--- config.mk ---
export PLATFORM = sky130hd
export DESIGN_NAME = battery_trimmed_mean_gauge_core
export DESIGN_NICKNAME = d
export VERILOG_FILES = /design/src/sv/btmg_pkg.sv /design/src/sv/btmg_div.sv /design/src/sv/battery_trimmed_mean_gauge_core.sv
export SDC_FILE = /design/constraint.sdc
export NUM_CORES = 1
export LEC_CHECK = 0
export BUFFER_PORTS_ARGS = -buffer_cell sky130_fd_sc_hd__buf_2
export CORE_UTILIZATION = 55
export CTS_CLUSTER_DIAMETER = 80
export CTS_CLUSTER_SIZE = 25
export DETAILED_ROUTE_END_ITERATION = 7
export GPL_TIMING_DRIVEN = 0
export PLACE_DENSITY = 0.83
export RECOVER_POWER = 25
export SLEW_MARGIN = 0
export SYNTH_ARGS = -nofsm -noshare
export SYNTH_HDL_FRONTEND = slang
export SYNTH_SLANG_ARGS = --single-unit
--- constraint.sdc ---
create_clock -name clock -period 7 [get_ports clock]
set_input_delay 0.35 -clock clock [delete_from_list [all_inputs] [get_ports clock]]
set_output_delay 0.35 -clock clock [all_outputs]
set_load 0.05 [all_outputs]
--- src/sv/btmg_pkg.sv ---
// ----------------------------------------------------------------------------
// Battery trimmed mean gauge package
// Shared widths and register indexes for the gauge core and its divider.
// ----------------------------------------------------------------------------
`default_nettype none

package btmg_pkg;

   localparam int DIV_W     = 24;
   localparam int DIVISOR_W = 16;
   localparam int DIV_CNT_W = 5;
   localparam int MUL_A_W   = 16;
   localparam int MUL_B_W   = 7;
   localparam int MUL_P_W   = MUL_A_W + MUL_B_W;
   localparam int MV_W      = 20;
   localparam int PCT_W     = 7;
   localparam int CSR_IDX_W = 3;
   localparam int CSR_DAT_W = 16;

   localparam logic [CSR_IDX_W-1:0] REG_EMPTY_MV    = 3'd0;
   localparam logic [CSR_IDX_W-1:0] REG_FULL_MV     = 3'd1;
   localparam logic [CSR_IDX_W-1:0] REG_CHARGING_MV = 3'd2;
   localparam logic [CSR_IDX_W-1:0] REG_DIVIDER     = 3'd3;
   localparam logic [CSR_IDX_W-1:0] REG_LEVEL0      = 3'd4;
   localparam logic [CSR_IDX_W-1:0] REG_LEVEL1      = 3'd5;
   localparam logic [CSR_IDX_W-1:0] REG_LEVEL2      = 3'd6;
   localparam logic [CSR_IDX_W-1:0] REG_LEVEL3      = 3'd7;

   localparam logic [PCT_W-1:0] PCT_FULL = 7'd100;

endpackage

`default_nettype wire

--- src/sv/btmg_div.sv ---
// ----------------------------------------------------------------------------
// Battery gauge restoring divider
// Unsigned shift and subtract divider, one quotient bit per cycle.
// ----------------------------------------------------------------------------
`default_nettype none

module btmg_div (
   input  wire                                 clock,
   input  wire                                 reset,
   input  wire                                 start,
   input  wire  [btmg_pkg::DIV_W-1:0]          dividend,
   input  wire  [btmg_pkg::DIVISOR_W-1:0]      divisor,
   output logic                                done,
   output logic [btmg_pkg::DIV_W-1:0]          quotient
);

   logic                               busy_ff, busy_in;
   logic                               done_ff, done_in;
   logic [btmg_pkg::DIV_CNT_W-1:0]     cnt_ff, cnt_in;
   logic [btmg_pkg::DIV_W-1:0]         quo_ff, quo_in;
   logic [btmg_pkg::DIVISOR_W-1:0]     rem_ff, rem_in;
   logic [btmg_pkg::DIVISOR_W-1:0]     dvs_ff, dvs_in;
   logic [btmg_pkg::DIVISOR_W:0]       shifted;
   logic                               ge;

   assign shifted = {rem_ff, quo_ff[btmg_pkg::DIV_W-1]};
   assign ge      = shifted >= {1'b0, dvs_ff};

   always_comb begin
      busy_in = busy_ff;
      done_in = 1'b0;
      cnt_in  = cnt_ff;
      quo_in  = quo_ff;
      rem_in  = rem_ff;
      dvs_in  = dvs_ff;
      if (start) begin
         busy_in = 1'b1;
         cnt_in  = '0;
         quo_in  = dividend;
         rem_in  = '0;
         dvs_in  = divisor;
      end else if (busy_ff) begin
         quo_in = {quo_ff[btmg_pkg::DIV_W-2:0], ge};
         rem_in = ge ? btmg_pkg::DIVISOR_W'(shifted - {1'b0, dvs_ff})
                     : shifted[btmg_pkg::DIVISOR_W-1:0];
         cnt_in = cnt_ff + 1'b1;
         if (cnt_ff == btmg_pkg::DIV_CNT_W'(btmg_pkg::DIV_W - 1)) begin
            busy_in = 1'b0;
            done_in = 1'b1;
         end
      end
   end

   always_ff @(posedge clock) begin
      if (reset) begin
         busy_ff <= 1'b0;
         done_ff <= 1'b0;
         cnt_ff  <= '0;
      end else begin
         busy_ff <= busy_in;
         done_ff <= done_in;
         cnt_ff  <= cnt_in;
      end
      quo_ff <= quo_in;
      rem_ff <= rem_in;
      dvs_ff <= dvs_in;
   end

   assign done     = done_ff;
   assign quotient = quo_ff;

   a_done_after_busy: assert property (@(posedge clock) disable iff (reset)
      done_ff |-> $past(busy_ff) && !busy_ff)
      else $error("divider done without a preceding busy cycle");

   a_start_busy: assert property (@(posedge clock) disable iff (reset)
      start |=> busy_ff && cnt_ff == '0)
      else $error("divider did not start");

   a_cnt_range: assert property (@(posedge clock) disable iff (reset)
      busy_ff |-> cnt_ff < btmg_pkg::DIV_CNT_W'(btmg_pkg::DIV_W))
      else $error("divider step count out of range");

endmodule

`default_nettype wire

--- src/sv/battery_trimmed_mean_gauge_core.sv ---
// Flow: a non-final sample only updates the burst state; a failed read goes through
// S_ERR to the result register. The last sample of a burst passes S_DIVM, S_WAITM,
// S_MULM, S_MULN, S_MULX and S_PCT, then S_FIN when the percent saturates, else
// S_MULP, S_DIVP and S_WAITP with the 24-step percent divider. One item at a time:
// the next is taken once the sequencer is back in idle, even while the previous
// result still waits. Reset clears the burst state and result valid, loads defaults.
// ----------------------------------------------------------------------------
// Battery trimmed mean gauge core
// Collects a burst of samples, drops the extremes, averages and scales them,
// then maps the result to percent, charging flag and level.
// ----------------------------------------------------------------------------
`default_nettype none

module battery_trimmed_mean_gauge_core #(
   parameter int SAMPLES_PER_BURST = 10,
   parameter int SAMPLE_BITS       = 12
) (
   input  wire                                  clock,
   input  wire                                  reset,
   input  wire                                  req_valid,
   output logic                                 req_stall,
   input  wire  [SAMPLE_BITS-1:0]               req_sample_mv,
   input  wire                                  req_read_ok,
   output logic                                 rsp_valid,
   input  wire                                  rsp_stall,
   output logic                                 rsp_status,
   output logic [15:0]                          rsp_battery_mv,
   output logic [15:0]                          rsp_min_mv,
   output logic [15:0]                          rsp_max_mv,
   output logic [6:0]                           rsp_percent,
   output logic                                 rsp_charging,
   output logic [1:0]                           rsp_level,
   input  wire                                  csr_valid,
   output logic                                 csr_ready,
   input  wire  [btmg_pkg::CSR_IDX_W-1:0]       csr_index,
   input  wire  [btmg_pkg::CSR_DAT_W-1:0]       csr_data
);

   localparam int SUM_W = SAMPLE_BITS + 7;
   localparam int CNT_W = $clog2(SAMPLES_PER_BURST + 1);
   localparam logic [CNT_W-1:0] LAST_CNT = CNT_W'(SAMPLES_PER_BURST - 1);
   localparam int TRIM_D  = SAMPLES_PER_BURST - 2;
   localparam int RCP_SH  = SUM_W + $clog2(TRIM_D);
   localparam int RCP_W   = SUM_W + 2;
   localparam int RCP_P_W = SUM_W + RCP_W;
   localparam longint RCP_ONE = longint'(1) << RCP_SH;
   localparam logic [RCP_W-1:0] RCP_MUL =
      RCP_W'((RCP_ONE + longint'(TRIM_D - 1)) / longint'(TRIM_D));

   localparam logic [3:0] S_IDLE  = 4'd0;
   localparam logic [3:0] S_DIVM  = 4'd1;
   localparam logic [3:0] S_WAITM = 4'd2;
   localparam logic [3:0] S_MULM  = 4'd3;
   localparam logic [3:0] S_MULN  = 4'd4;
   localparam logic [3:0] S_MULX  = 4'd5;
   localparam logic [3:0] S_PCT   = 4'd6;
   localparam logic [3:0] S_MULP  = 4'd7;
   localparam logic [3:0] S_DIVP  = 4'd8;
   localparam logic [3:0] S_WAITP = 4'd9;
   localparam logic [3:0] S_FIN   = 4'd10;
   localparam logic [3:0] S_ERR   = 4'd11;

   logic [15:0]                     empty_ff, empty_in;
   logic [15:0]                     full_ff, full_in;
   logic [15:0]                     chg_ff, chg_in;
   logic [3:0]                      ratio_ff, ratio_in;
   logic [6:0]                      lvl0_ff, lvl0_in;
   logic [6:0]                      lvl1_ff, lvl1_in;
   logic [6:0]                      lvl2_ff, lvl2_in;
   logic [6:0]                      lvl3_ff, lvl3_in;

   logic [3:0]                      state_ff, state_in;
   logic [CNT_W-1:0]                count_ff, count_in;
   logic [SUM_W-1:0]                sum_ff, sum_in;
   logic [SAMPLE_BITS-1:0]          min_ff, min_in;
   logic [SAMPLE_BITS-1:0]          max_ff, max_in;

   logic [SAMPLE_BITS-1:0]          mean_ff, mean_in;
   logic [btmg_pkg::MV_W-1:0]       mv_ff, mv_in;
   logic [15:0]                     minp_ff, minp_in;
   logic [15:0]                     maxp_ff, maxp_in;
   logic [15:0]                     diff_ff, diff_in;
   logic [btmg_pkg::DIV_W-1:0]      num_ff, num_in;
   logic [6:0]                      pct_ff, pct_in;

   logic                            rsp_valid_ff, rsp_valid_in;
   logic                            rsp_status_ff, rsp_status_in;
   logic [15:0]                     rsp_mv_ff, rsp_mv_in;
   logic [15:0]                     rsp_min_ff, rsp_min_in;
   logic [15:0]                     rsp_max_ff, rsp_max_in;
   logic [6:0]                      rsp_pct_ff, rsp_pct_in;
   logic                            rsp_chg_ff, rsp_chg_in;
   logic [1:0]                      rsp_lvl_ff, rsp_lvl_in;

   logic                            accept;
   logic                            out_free;
   logic                            csr_we;
   logic [SUM_W-1:0]                trimmed;
   logic [RCP_P_W-1:0]              rcp_p;
   logic [btmg_pkg::MUL_A_W-1:0]    mul_a;
   logic [btmg_pkg::MUL_B_W-1:0]    mul_b;
   logic [btmg_pkg::MUL_P_W-1:0]    mul_p;
   logic                            div_start;
   logic [btmg_pkg::DIV_W-1:0]      div_dividend;
   logic [btmg_pkg::DIVISOR_W-1:0]  div_divisor;
   logic                            div_done;
   logic [btmg_pkg::DIV_W-1:0]      div_quotient;
   logic [1:0]                      level;

   assign accept    = req_valid && !req_stall;
   assign req_stall = state_ff != S_IDLE;
   assign out_free  = !rsp_valid_ff || !rsp_stall;
   assign csr_ready = 1'b1;
   assign csr_we    = csr_valid && csr_ready;
   assign trimmed   = sum_ff - SUM_W'(min_ff) - SUM_W'(max_ff);

   // The trimmed sum is divided by the count of kept samples, two fewer than the burst,
   // through a rounded-up reciprocal, which is exact for every dividend of SUM_W bits.
   assign rcp_p = RCP_P_W'(num_ff[SUM_W-1:0]) * RCP_P_W'(RCP_MUL);

   always_comb begin
      mul_a = '0;
      mul_b = btmg_pkg::MUL_B_W'(ratio_ff);
      case (state_ff)
         S_MULM:  mul_a = btmg_pkg::MUL_A_W'(mean_ff);
         S_MULN:  mul_a = btmg_pkg::MUL_A_W'(min_ff);
         S_MULX:  mul_a = btmg_pkg::MUL_A_W'(max_ff);
         S_MULP: begin
            mul_a = diff_ff;
            mul_b = btmg_pkg::PCT_FULL;
         end
         default: mul_a = '0;
      endcase
   end

   assign mul_p = btmg_pkg::MUL_P_W'(mul_a) * btmg_pkg::MUL_P_W'(mul_b);

   assign div_start    = state_ff == S_DIVP;
   assign div_dividend = num_ff;
   assign div_divisor  = full_ff - empty_ff;

   btmg_div u_div (
      .clock    (clock),
      .reset    (reset),
      .start    (div_start),
      .dividend (div_dividend),
      .divisor  (div_divisor),
      .done     (div_done),
      .quotient (div_quotient)
   );

   always_comb begin
      if (pct_ff < lvl0_ff) begin
         level = 2'd0;
      end else if (pct_ff < lvl1_ff) begin
         level = 2'd1;
      end else if (pct_ff < lvl2_ff) begin
         level = 2'd2;
      end else if (pct_ff < lvl3_ff) begin
         level = 2'd3;
      end else begin
         level = 2'd3;
      end
   end

   always_comb begin
      empty_in = empty_ff;
      full_in  = full_ff;
      chg_in   = chg_ff;
      ratio_in = ratio_ff;
      lvl0_in  = lvl0_ff;
      lvl1_in  = lvl1_ff;
      lvl2_in  = lvl2_ff;
      lvl3_in  = lvl3_ff;
      if (csr_we) begin
         case (csr_index)
            btmg_pkg::REG_EMPTY_MV:    empty_in = csr_data;
            btmg_pkg::REG_FULL_MV:     full_in  = csr_data;
            btmg_pkg::REG_CHARGING_MV: chg_in   = csr_data;
            btmg_pkg::REG_DIVIDER:     ratio_in = csr_data[3:0];
            btmg_pkg::REG_LEVEL0:      lvl0_in  = csr_data[6:0];
            btmg_pkg::REG_LEVEL1:      lvl1_in  = csr_data[6:0];
            btmg_pkg::REG_LEVEL2:      lvl2_in  = csr_data[6:0];
            btmg_pkg::REG_LEVEL3:      lvl3_in  = csr_data[6:0];
            default:                   empty_in = empty_ff;
         endcase
      end
   end

   always_comb begin
      state_in      = state_ff;
      count_in      = count_ff;
      sum_in        = sum_ff;
      min_in        = min_ff;
      max_in        = max_ff;
      mean_in       = mean_ff;
      mv_in         = mv_ff;
      minp_in       = minp_ff;
      maxp_in       = maxp_ff;
      diff_in       = diff_ff;
      num_in        = num_ff;
      pct_in        = pct_ff;
      rsp_valid_in  = rsp_valid_ff && rsp_stall;
      rsp_status_in = rsp_status_ff;
      rsp_mv_in     = rsp_mv_ff;
      rsp_min_in    = rsp_min_ff;
      rsp_max_in    = rsp_max_ff;
      rsp_pct_in    = rsp_pct_ff;
      rsp_chg_in    = rsp_chg_ff;
      rsp_lvl_in    = rsp_lvl_ff;
      case (state_ff)
         S_IDLE: begin
            if (accept) begin
               if (!req_read_ok) begin
                  count_in = '0;
                  sum_in   = '0;
                  min_in   = '0;
                  max_in   = '0;
                  state_in = S_ERR;
               end else begin
                  sum_in   = sum_ff + SUM_W'(req_sample_mv);
                  count_in = count_ff + 1'b1;
                  if (count_ff == '0 || req_sample_mv < min_ff) begin
                     min_in = req_sample_mv;
                  end
                  if (count_ff == '0 || req_sample_mv > max_ff) begin
                     max_in = req_sample_mv;
                  end
                  if (count_ff == LAST_CNT) begin
                     state_in = S_DIVM;
                  end
               end
            end
         end
         S_DIVM: begin
            num_in   = btmg_pkg::DIV_W'(trimmed);
            state_in = S_WAITM;
         end
         S_WAITM: begin
            mean_in  = rcp_p[RCP_SH +: SAMPLE_BITS];
            state_in = S_MULM;
         end
         S_MULM: begin
            mv_in    = mul_p[btmg_pkg::MV_W-1:0];
            state_in = S_MULN;
         end
         S_MULN: begin
            minp_in  = mul_p[15:0];
            state_in = S_MULX;
         end
         S_MULX: begin
            maxp_in  = mul_p[15:0];
            state_in = S_PCT;
         end
         S_PCT: begin
            if (mv_ff >= btmg_pkg::MV_W'(full_ff)) begin
               pct_in   = btmg_pkg::PCT_FULL;
               state_in = S_FIN;
            end else if (mv_ff <= btmg_pkg::MV_W'(empty_ff)) begin
               pct_in   = '0;
               state_in = S_FIN;
            end else begin
               diff_in  = mv_ff[15:0] - empty_ff;
               state_in = S_MULP;
            end
         end
         S_MULP: begin
            num_in   = btmg_pkg::DIV_W'(mul_p);
            state_in = S_DIVP;
         end
         S_DIVP: state_in = S_WAITP;
         S_WAITP: begin
            if (div_done) begin
               pct_in   = div_quotient[btmg_pkg::PCT_W-1:0];
               state_in = S_FIN;
            end
         end
         S_FIN: begin
            if (out_free) begin
               rsp_valid_in  = 1'b1;
               rsp_status_in = 1'b0;
               rsp_mv_in     = mv_ff[15:0];
               rsp_min_in    = minp_ff;
               rsp_max_in    = maxp_ff;
               rsp_pct_in    = pct_ff;
               rsp_chg_in    = mv_ff >= btmg_pkg::MV_W'(chg_ff);
               rsp_lvl_in    = level;
               count_in      = '0;
               sum_in        = '0;
               min_in        = '0;
               max_in        = '0;
               state_in      = S_IDLE;
            end
         end
         S_ERR: begin
            if (out_free) begin
               rsp_valid_in  = 1'b1;
               rsp_status_in = 1'b1;
               rsp_mv_in     = '0;
               rsp_min_in    = '0;
               rsp_max_in    = '0;
               rsp_pct_in    = '0;
               rsp_chg_in    = 1'b0;
               rsp_lvl_in    = '0;
               state_in      = S_IDLE;
            end
         end
         default: state_in = S_IDLE;
      endcase
   end

   always_ff @(posedge clock) begin
      if (reset) begin
         empty_ff     <= 16'd3300;
         full_ff      <= 16'd4100;
         chg_ff       <= 16'd4200;
         ratio_ff     <= 4'd2;
         lvl0_ff      <= 7'd20;
         lvl1_ff      <= 7'd50;
         lvl2_ff      <= 7'd80;
         lvl3_ff      <= 7'd100;
         state_ff     <= S_IDLE;
         count_ff     <= '0;
         sum_ff       <= '0;
         min_ff       <= '0;
         max_ff       <= '0;
         rsp_valid_ff <= 1'b0;
      end else begin
         empty_ff     <= empty_in;
         full_ff      <= full_in;
         chg_ff       <= chg_in;
         ratio_ff     <= ratio_in;
         lvl0_ff      <= lvl0_in;
         lvl1_ff      <= lvl1_in;
         lvl2_ff      <= lvl2_in;
         lvl3_ff      <= lvl3_in;
         state_ff     <= state_in;
         count_ff     <= count_in;
         sum_ff       <= sum_in;
         min_ff       <= min_in;
         max_ff       <= max_in;
         rsp_valid_ff <= rsp_valid_in;
      end
      mean_ff       <= mean_in;
      mv_ff         <= mv_in;
      minp_ff       <= minp_in;
      maxp_ff       <= maxp_in;
      diff_ff       <= diff_in;
      num_ff        <= num_in;
      pct_ff        <= pct_in;
      rsp_status_ff <= rsp_status_in;
      rsp_mv_ff     <= rsp_mv_in;
      rsp_min_ff    <= rsp_min_in;
      rsp_max_ff    <= rsp_max_in;
      rsp_pct_ff    <= rsp_pct_in;
      rsp_chg_ff    <= rsp_chg_in;
      rsp_lvl_ff    <= rsp_lvl_in;
   end

   assign rsp_valid      = rsp_valid_ff;
   assign rsp_status     = rsp_status_ff;
   assign rsp_battery_mv = rsp_mv_ff;
   assign rsp_min_mv     = rsp_min_ff;
   assign rsp_max_mv     = rsp_max_ff;
   assign rsp_percent    = rsp_pct_ff;
   assign rsp_charging   = rsp_chg_ff;
   assign rsp_level      = rsp_lvl_ff;

   a_count_range: assert property (@(posedge clock) disable iff (reset)
      count_ff <= CNT_W'(SAMPLES_PER_BURST))
      else $error("burst sample count out of range");

   a_div_done_state: assert property (@(posedge clock) disable iff (reset)
      div_done |-> state_ff == S_WAITM || state_ff == S_WAITP)
      else $error("divider finished outside a wait state");

   a_error_result: assert property (@(posedge clock) disable iff (reset)
      state_ff == S_ERR && out_free |=>
         rsp_valid_ff && rsp_status_ff && count_ff == '0 && sum_ff == '0)
      else $error("aborted burst not reported or not cleared");

   a_pct_range: assert property (@(posedge clock) disable iff (reset)
      rsp_valid_ff && !rsp_status_ff |-> rsp_pct_ff <= btmg_pkg::PCT_FULL)
      else $error("percent above full scale");

endmodule

`default_nettype wire

==> reports/summary.txt <==
CTS hold repair buffers = 0
Router iterations before antenna repair = 5
Die Wd = 201 µm
CTS tree = yes
Fraction of synthesis flops using an asynchronous set or reset pin = 0%
Final design utilization = 61.2%
Crit share post-route = 96.4%
Maximum number of pins on one net before global-route repair = 30
Total of buffers placed on input and output ports = 96
Vias in the first global route = 16822
Number of antenna violations at the first check in global routing = 2
Worst reg2reg path depth = 23
Post-detail-place hpwl = 43.7 mm
Post-route non-filler standard cell count = 2900
Sum of routed wire length over all layers = 56.5 mm
Share of layout cells above drive strength 1 = 4.83%
Via density = 5.83
Post-synthesis area per instance = 9.79 µm²
Data required, critical path = 7310 ps
Sequential-to-total area share from yosys stat = 42.3%
End point of the critical path = div_dividend[21]$_SDFFCE_PN0P_
WHS = 38.9 ps
Number of clock sinks seen by CTS = 357
Final period demand of the worst path = 6750 ps
Hold/Removal Path Class = input pin to flip-flop
Die Area = 40500 µm²
Master of the slowest instance on the critical path = fa_1
Area grow syn2layout = 9.22%
Setup CP Type = flip-flop to flip-flop
Final nets = 2677
# Post-CTS Setup Buffers = 0
Vertical die dimension = 201 µm
Worst hold path cell count = 3
Setup crit start kind = flip-flop
Endpoint of the worst register-to-register path = div_dividend[21]$_SDFFCE_PN0P_
Total negative setup slack = 0 ps
Result of the run = completed
# rows = 72
Vias after detailed routing = 16898
Number of cells in the design after placement = 2860
Post-detailed-route count of antenna-violating nets = 0
FF-to-FF setup slack = 250 ps
Cell family contributing the most delay on the critical path = adder cells
Gate Count Post-Synth = 2228
Arrival time reported for the critical path endpoint = 7060 ps
Slew at the pin closest to its max-slew limit = 1410 ps
First-pass GRT wire length = 88.6 mm
CP endpoint kind = flip-flop
Max Fclk = 148 MHz
IO Count = 99
Hold Vio Cnt, Final = 0
Number of storage elements in the synthesis netlist = 357
Leftover overflow at the end of global routing = 0
Final number of max-transition violations = 0
Routed len/inst = 19.5 µm
Depth of the critical timing path with buffers and inverters included = 23
Buffer cell driving the clock tree root = clkbuf_16
Maximum ir drop on the vdd rail = 0.204 mV
Initial Utilization = 56.1%
Maximum net fanout on the critical path = 10
EDFF count, synth = 209
Post-synthesis cell type count = 77
Crit path largest cell delay = 530 ps
Worst relative slew slack = 5.05%
Max capacitance violation total = 0
Fin Clk Skew = 28.0 ps
Beginning of the worst register-to-register path = state_ff[0]$_SDFFE_PP0P_
H-Tree Depth = 1
Number of buffers on the longest clock path = 3
Buffering stage count on the worst path with inverters included = 6
Setup repair after global routing missed its margin = no
Clock transition at the registers of the reported paths = 100 ps
Setup-failing EPs final = 0
Leak = 0.00998 µW
Final RePlAce weighted congestion = 0.915
Placeable core region = 38900 µm²
Worst-skew pair later-pin latency = 570 ps
Number of DRC violations after detailed routing = 0
Power per cell area = 311 nW/µm²
Initial drt markers = 1316
Total global-route track usage = 27.9%
Ys Warns = 0
Setup crit start = state_ff[0]$_SDFFE_PP0P_
Most instantiated flip-flop cell in the synthesis netlist = edfxtp_1
Total standard cell area after synthesis = 21800 µm²
Number of buffers created by CTS = 22
Series of cell instances along the critical path = clkbuf_2, buf_2, mux2i_1, nor2_1, a211o_1, and2_1, fa_1, inv_1, fa_1, inv_1, fa_1, inv_1, fa_1, inv_1, ha_1, or3_4, or3_1, o211ai_2, o211ai_2, o31a_1, a31oi_1, xor2_1, nor2_1
[worst reg2reg max path: cells and delay by family, from the launching register on]
kind | cells | cell delay [ps]
AOI/OAI and AO/OA | 5 | 1200
muxes | 1 | 350
xor gates and xnor gates | 1 | 320
DFF | 1 | 370
and+or+nand+nor | 5 | 1070
adders and majority gates | 5 | 2260
buffers and inverters | 6 | 940
[Yosys cell counts (24+ instances only)]
master | number | area share (%)
o21ai_0 | 68 | 1.6
edfxtp_1 | 209 | 29
nor2b_1 | 27 | 0.77
dfxtp_1 | 148 | 14
xnor2_1 | 53 | 2.1
nor3_1 | 26 | 0.60
mux2i_1 | 56 | 2.6
clkbuf_1 | 59 | 1.0
nand2b_1 | 24 | 0.69
o21a_1 | 25 | 0.86
nand2_1 | 268 | 4.6
a21o_1 | 54 | 1.9
a211o_1 | 28 | 1.1
xor2_1 | 31 | 1.2
a21oi_1 | 148 | 3.4
and2_1 | 97 | 2.8
fa_1 | 68 | 6.2
inv_1 | 208 | 3.6
nand3_1 | 37 | 0.85
ha_1 | 207 | 12
nor2_1 | 192 | 3.3
[sequential cells by signal (all words and copies together), names as in the netlist, 19 cells and up]
| name | cells |
|---|---|
| mv_ff | 20 |
| sum_ff | 19 |
| u_div.quotient | 24 |
| div_dividend | 23 |
[power breakdown]
part	total [µW]	switching, µW	internal [µW]
registers	2930	202	2730
logic	3000	1870	1130
clock network	1480	795	685
[cell families (layout without fill, tap and decap cells)]
| kind of cell | count (synthesis) | in the layout | share of synthesized area [%] |
|---|---|---|---|
| AO/OA/AOI/OAI | 433 | 433 | 12.8 |
| XOR/XNOR | 84 | 84 | 3.37 |
| adder cells (fa/ha/maj) | 275 | 275 | 18.1 |
| buffers and inverters | 280 | 421 | 4.91 |
| flip-flops | 357 | 357 | 42.3 |
| multiplexers | 57 | 57 | 2.62 |
| other | 2 | 15 | 0.0344 |
| AND/OR/NAND/NOR | 740 | 740 | 15.8 |
[how the worst min path moves through the flow]
stage,from,end,slack (ps)
2_1_floorplan,div_dividend[3]$_DFFE_PP_,mean_ff[0]$_DFFE_PP_,430
3_3_place_gp,div_dividend[12]$_DFFE_PP_,mean_ff[9]$_DFFE_PP_,440
3_5_place_dp,div_dividend[12]$_DFFE_PP_,mean_ff[9]$_DFFE_PP_,440
4_1_cts,csr_data[15],full_ff[15]$_SDFFE_PP0P_,20
5_1_grt,csr_data[14],empty_ff[14]$_SDFFE_PP0P_,40
6_report,csr_data[15],full_ff[15]$_SDFFE_PP0P_,40
[through the flow]
step	instance area, µm²	total power, µW	setup slack, ps
2_1_floorplan	21900	5080	362
3_3_place_gp	23000	5760	-913
3_5_place_dp	23100	5900	-559
4_1_cts	23900	7360	25.8
5_1_grt	23800	7810	7.60
6_report	23800	7410	252
[cells in the final DEF (no fill, tap or decap), drive strengths merged, types with 7 or more instances in the layout]
cell,n
fa,68
nor3,27
buf,53
a31oi,16
nand3b,9
o211ai,8
nand4,14
nor4,9
and3,8
edfxtp,209
nand3,37
nand2b,24
a21oi,149
conb,13
xor2,31
a211oi,15
and2,97
mux2i,56
xnor2,53
or2,7
a22oi,8
o21a,25
dfxtp,148
nand2,268
ha,207
or3,8
nor2,192
a21o,54
inv,215
nor2b,27
o31a,7
clkbuf,148
o21ai,71
a211o,28
[metal layers]
metal	vias up	track usage (%)	wire length [µm]
li1	7960	-	-
met1	8102	35.8	22800
met2	691	46.9	26600
met3	145	3.90	4460
met4	0	12.4	2590
met5	-	0	0
[timing repair]
action                                  4_1_cts  5_1_grt
hold endpoints to repair                      0        0
cloned                                        0        0
endpoints found under the setup margin       29       14
gates resized for setup                       5       11
pin swaps                                     0        0
[cell type report]
type,instances,area [µm²]
Clock inverter,11,129
Fill cell,3228,15100
Buffer,70,297
Antenna cell,2,5.00
Clock buffer,28,637
Timing Repair Buffer,103,488
Inverter,209,785
Tap cell,518,648
Multi-Input combinational cell,1602,11600
Sequential cell,357,9240
Note: power is estimated with default switching activity, not from simulation.
